### src/sv/npwr_ram.sv
// ---------------------------------------------------------------------------
// npwr_ram
// Generic single write port, single read port RAM with a registered read.
// ---------------------------------------------------------------------------
`default_nettype none

module npwr_ram #(
    parameter int WIDTH = 48,
    parameter int DEPTH = 64,
    localparam int AW   = $clog2(DEPTH)
) (
    input  wire logic             i_clk,
    input  wire logic             i_we,
    input  wire logic [AW-1:0]    i_waddr,
    input  wire logic [WIDTH-1:0] i_wdata,
    input  wire logic [AW-1:0]    i_raddr,
    output logic      [WIDTH-1:0] o_rdata
);

    logic [WIDTH-1:0] r_mem [DEPTH];

    always_ff @(posedge i_clk) begin
        if (i_we) begin
            r_mem[i_waddr] <= i_wdata;
        end
        o_rdata <= r_mem[i_raddr];
    end

endmodule : npwr_ram

`default_nettype wire

### config.mk
export PLATFORM = sky130hd
export DESIGN_NAME = npwr_ram
export DESIGN_NICKNAME = d
export VERILOG_FILES = /design/src/sv/npwr_ram.sv
export SDC_FILE = /design/constraint.sdc
export NUM_CORES = 2
export LEC_CHECK = 0
export BUFFER_PORTS_ARGS = -buffer_cell sky130_fd_sc_hd__buf_2
export CELL_PAD_IN_SITES_DETAIL_PLACEMENT = 0
export CELL_PAD_IN_SITES_GLOBAL_PLACEMENT = 1
export CORE_AREA = 3 3 498 599
export DETAILED_ROUTE_END_ITERATION = 10
export DIE_AREA = 0 0 501 602
export GPL_TIMING_DRIVEN = 0
export PLACE_DENSITY = 0.57
export SETUP_SLACK_MARGIN = 0.02
export SLEW_MARGIN = 30
export SYNTH_ARGS = -nofsm -noshare
export SYNTH_HDL_FRONTEND = slang
export SYNTH_SLANG_ARGS = --single-unit
### constraint.sdc
create_clock -name i_clk -period 11.15 [get_ports i_clk]
set_clock_uncertainty 0.05 [all_clocks]
set_input_delay 2.23 -clock i_clk [delete_from_list [all_inputs] [get_ports i_clk]]
set_output_delay 2.23 -clock i_clk [all_outputs]
set_load 0.005 [all_outputs]
# --- Yosys cells after proc, flatten, opt, wreduce, memory -nomap -nowiden ---
# Memories as Yosys holds them, arrays and structs flattened. A register that Yosys moved wholly into a read port is not among the register bits.
# Index checks and enable logic that the tools add are counted.
word_totals:
  regBits: 0
  latchBits: 0
  ramBits: 3072
  mem_bits_ro: 0
  output_inout_bits: 48
  n_memories: 1
mem_list:
  columns: ["memory", "words", "word_bits", "read_ports", "rd_ports_with_merged_regs", "write_ports", "line", "source"]
  rows:
  - ["r_mem", 64, 48, 1, 1, 1, "20", "logic [WIDTH-1:0] r_mem [DEPTH];"]
classes:
  n_addsub: 0
  n_mul: 0
  div: 0
  n_lt_le_gt_ge: 0
  eq_ne: 0
  shift: 0
  muxes: 2
  bitwise: 0
  n_reduce_logical: 0
ops:
  columns: ["cell", "count"]
  rows:
  - ["2-to-1 mux 1 bit", 2]

# --- Longest topological paths before layout ---
depth:
  ltp_word: 2
  ltp_mapped: 9

# --- Least setup slack after synthesis ---
# No wires, ideal clock.
synth_timing:
  path_type: "input-to-reg"
  startpoint: "input i_waddr[3]"
  endpoint: "memory r_mem[48][0] (enable)"
  setup_ps: 513
  arrival_time_ps: 6002
  path_slack_ps: 4585
  cell_stages: 4
  path_cell_list: "clkbuf_1 > nor2b_1 > nand4b_1 > nor3_1"
synth_lines:
  columns: ["element", "line", "source"]
  rows:
  - ["start, declared", "14", "input wire logic [AW-1:0] i_waddr,"]
  - ["end, declared", "20", null]
# No word-level cell before the write port.

==> results by group <==
Drt
  – Post-DR wirelength/cell: 37.7 um
  – Vias per inst: 5.95
  – Residual DRC: 0
  – Routed Antenna Nets: 0
  – Pre-antenna DRT Iters: 5
  – DR iter-0 viols: 7256
  – Vias: 58100
  – Total routed wirelength: 368000 um

Worst hold path
  – Class of the worst hold path: flip-flop to flip-flop
  – Hold wc startpoint: r_mem[58][36]
  – Worst hold path stage count: 4
  – Hold worst-path end: o_rdata[36]

Cells and area
  – Layout area overhead: 19.5%
  – Layout net count: 5737
  – Fraction of layout cells with a size suffix above 1: 31.3%
  – Final Non-Filler Cells: 9774

Floorplanning
  – Die width: 501 um
  – I/O pin count: 110
  – DIE HEIGHT: 602 um
  – Die area: 302000 um^2
  – Starting Density: 39.9%
  – Row count: 218
  – CORE AREA: 293000 um^2

Timing
  – Fmax: 182 MHz
  – Count of final max-slew check failures: 0
  – Final Hold Vio Count: 0
  – Worst Tran Pin Value: 1.08 ns
  – Final hold slack: 0.961 ns
  – Tmin final: 5.49 ns
  – Final period util: 49.3%
  – Max_slew headroom: 27.4%
  – RSZ-0062 raised after global routing: false
  – Final setup violating endpoints: 0
  – Total negative slack: 0 ns

Global routing
  – Number of global-route vias before repair: 59300
  – Total GRT Usage: 24.2%
  – Largest net degree at the start of global routing: 65
  – Initial antenna violation count: 26
  – Congestion Overflow GR: 0
  – First-pass GRT wire length: 501000 um

Power and ir drop
  – Total power: 24.9 mW
  – Leakage: 43.9 nW
  – Peak supply drop: 0.136 mV
  – Pwr Density: 178 nW/um^2

Worst setup path
  – Critical Path End Type: flip-flop
  – R2r endpoint: o_rdata[33]
  – Critical Path AT: 6.12 ns
  – Critical path class: input pin to flip-flop
  – Reg2Reg Setup Slack: 8.49 ns
  – CP Max Fanout: 10
  – Worst R2R Path Depth: 4
  – CP startpoint: i_raddr[3]
  – RR Startpoint: r_mem[13][33]
  – Critical Path RT: 11.78 ns
  – CP Launch Type: input pin

Synthesis
  – Top FF cell, synth: edfxtp_1
  – Yosys reg bits: 3120
  – Synth Warn #: 0
  – Area leader, netlist: edfxtp_1
  – Post-Syn Nets: 5032
  – Post-synthesis cell type count: 36
  – Syn Area/Cell: 23.6 um^2
  – Syn Std Cell Area: 117000 um^2
  – EDFF count, synth: 3072
  – Top cell type's share of synthesized area: 78.8%
  – Async set-or-reset flop fraction in the synthesized netlist: 0%
  – Post-synthesis sequential area ratio: 79.6%
  – Count leader, synth: edfxtp_1
  – Commonest cells post-synth: 3072 x edfxtp_1, 754 x mux4_2, 132 x nor2_1, 122 x o22ai_1
  – Synth area leaders: edfxtp_1 79%, mux4_2 14%, dfxtp_1 0.82%, o22ai_1 0.65%, a221oi_1 0.62%
  – Synth Instances: 4970

Clock tree
  – Post-CTS Setup Inserts: 0
  – Htree depth: 5
  – Clk sinks: 3120
  – Hold Buf Count CTS: 0
  – CTS tree: built
  – CTS Buffer Depth: 4
  – Clock slew at reported path FFs: 0.06 ns
  – CTS root buffer: clkbuf_16
  – Num CTS Buffers: 328
  – Post-CTS Resized: 0
  – Clock latency on the worst-skew pair: 0.88 ns

Placement
  – Cell count after placement: 9192
  – IO Port Bufs: 101
  – Dpl hpwl: 254000 um
  – Routability Congestion: 0.788

Run status
  – Status: finished clean

Flow run
  – Max-Cap Viols: 0
-- cell families (layout without fill, tap and decap cells) --
kind of cell	Yosys count	count (layout)	synth area share (%)
flip-flops	3120	3120	79.6
multiplexers	829	829	15.2
AO/OA/AOI/OAI	486	486	3.02
buffers and inverters	282	1227	1.28
AND/OR/NAND/NOR	253	253	0.957
other	0	9	0
-- metrics by stage --
stage          util, %  setup WS, ns  instance area, um^2
2_1_floorplan        -          4.59               117000
3_3_place_gp      41.8        -0.820               122000
3_5_place_dp      44.3          4.63               130000
4_1_cts           47.7          5.58               140000
5_1_grt           47.7          5.66               140000
6_report          47.7          5.66               140000
-- worst max-delay path, cell delays in order --
cell and delay [ns]:
buf_2 0.18, buf_2 0.28, buf_2 0.32, nand3b_1 0.59
clkbuf_1 0.71, o221ai_1 0.20, a21oi_1 0.55, a21oi_1 0.23
a221oi_1 0.79
-- state kept, by name, summed over array words and instances, names as in the netlist --
name and count:
r_mem 3072, o_rdata 48
-- worst max path at each step --
stage                                to  cells after the start
after CTS                   o_rdata[46]                      9
after global routing        o_rdata[37]                      9
after detailed placement    o_rdata[46]                      9
final                       o_rdata[37]                      9
after floorplan            r_mem[48][0]                      4
after global placement    r_mem[49][23]                      4
-- final cells by class --
| cell class | instances | area (um^2) |
|---|---|---|
| Antenna cell | 9 | 22.5 |
| Sequential cell | 3120 | 93200 |
| Tap cell | 3850 | 4820 |
| Clock buffer | 409 | 8700 |
| Timing Repair Buffer | 375 | 7410 |
| Buffer | 282 | 1540 |
| Clock inverter | 161 | 1390 |
| Multi-Input combinational cell | 1568 | 22900 |
| Fill cell | 23600 | 153000 |
-- placed cells by master (no fill, tap or decap), types with 4 or more instances in the layout --
master      count
clkbuf_2       32
buf_8           9
a221oi_1       82
clkinv_1       72
or3b_2          4
a21oi_1        74
nand2b_1       10
a211oi_1       32
a31o_2          5
nor2b_1        24
a22oi_1        72
diode_2         9
buf_4         128
clkinvlp_4      4
mux2_2         12
mux4_2        754
inv_6           7
nand2_1        55
buf_12         16
buf_2         157
buf_16        222
a22o_1         57
o221ai_1       28
bufinv_16      23
a311oi_1       11
nor2_4         62
dfxtp_1        48
o22ai_1       122
buf_1           9
clkbuf_1      138
nor2_1         68
mux2i_1        63
edfxtp_1     3072
clkbuf_16     336
buf_6          16
clkinv_2       49
nand3_1         7
nand3b_1        5
-- per-layer routing --
layer | vias to the layer above | routed length, um | global-route usage (%)
met2 | 2445 | 187000 | 41.3
met1 | 32200 | 144000 | 32.2
li1 | 23000 | - | -
met4 | 8 | 12500 | 7.72
met3 | 461 | 24400 | 3.45
met5 | - | 55 | 0
-- where the power goes --
| part | internal [mW] | leakage (nW) | switching [mW] |
|---|---|---|---|
| clock | 6.05 | 4.94 | 4.47 |
| combinational | 0.447 | 10.9 | 0.910 |
| sequential | 13.0 | 28.0 | 0.0227 |
| total | 19.5 | 43.9 | 5.40 |
Note: power is estimated with default switching activity, not from simulation.
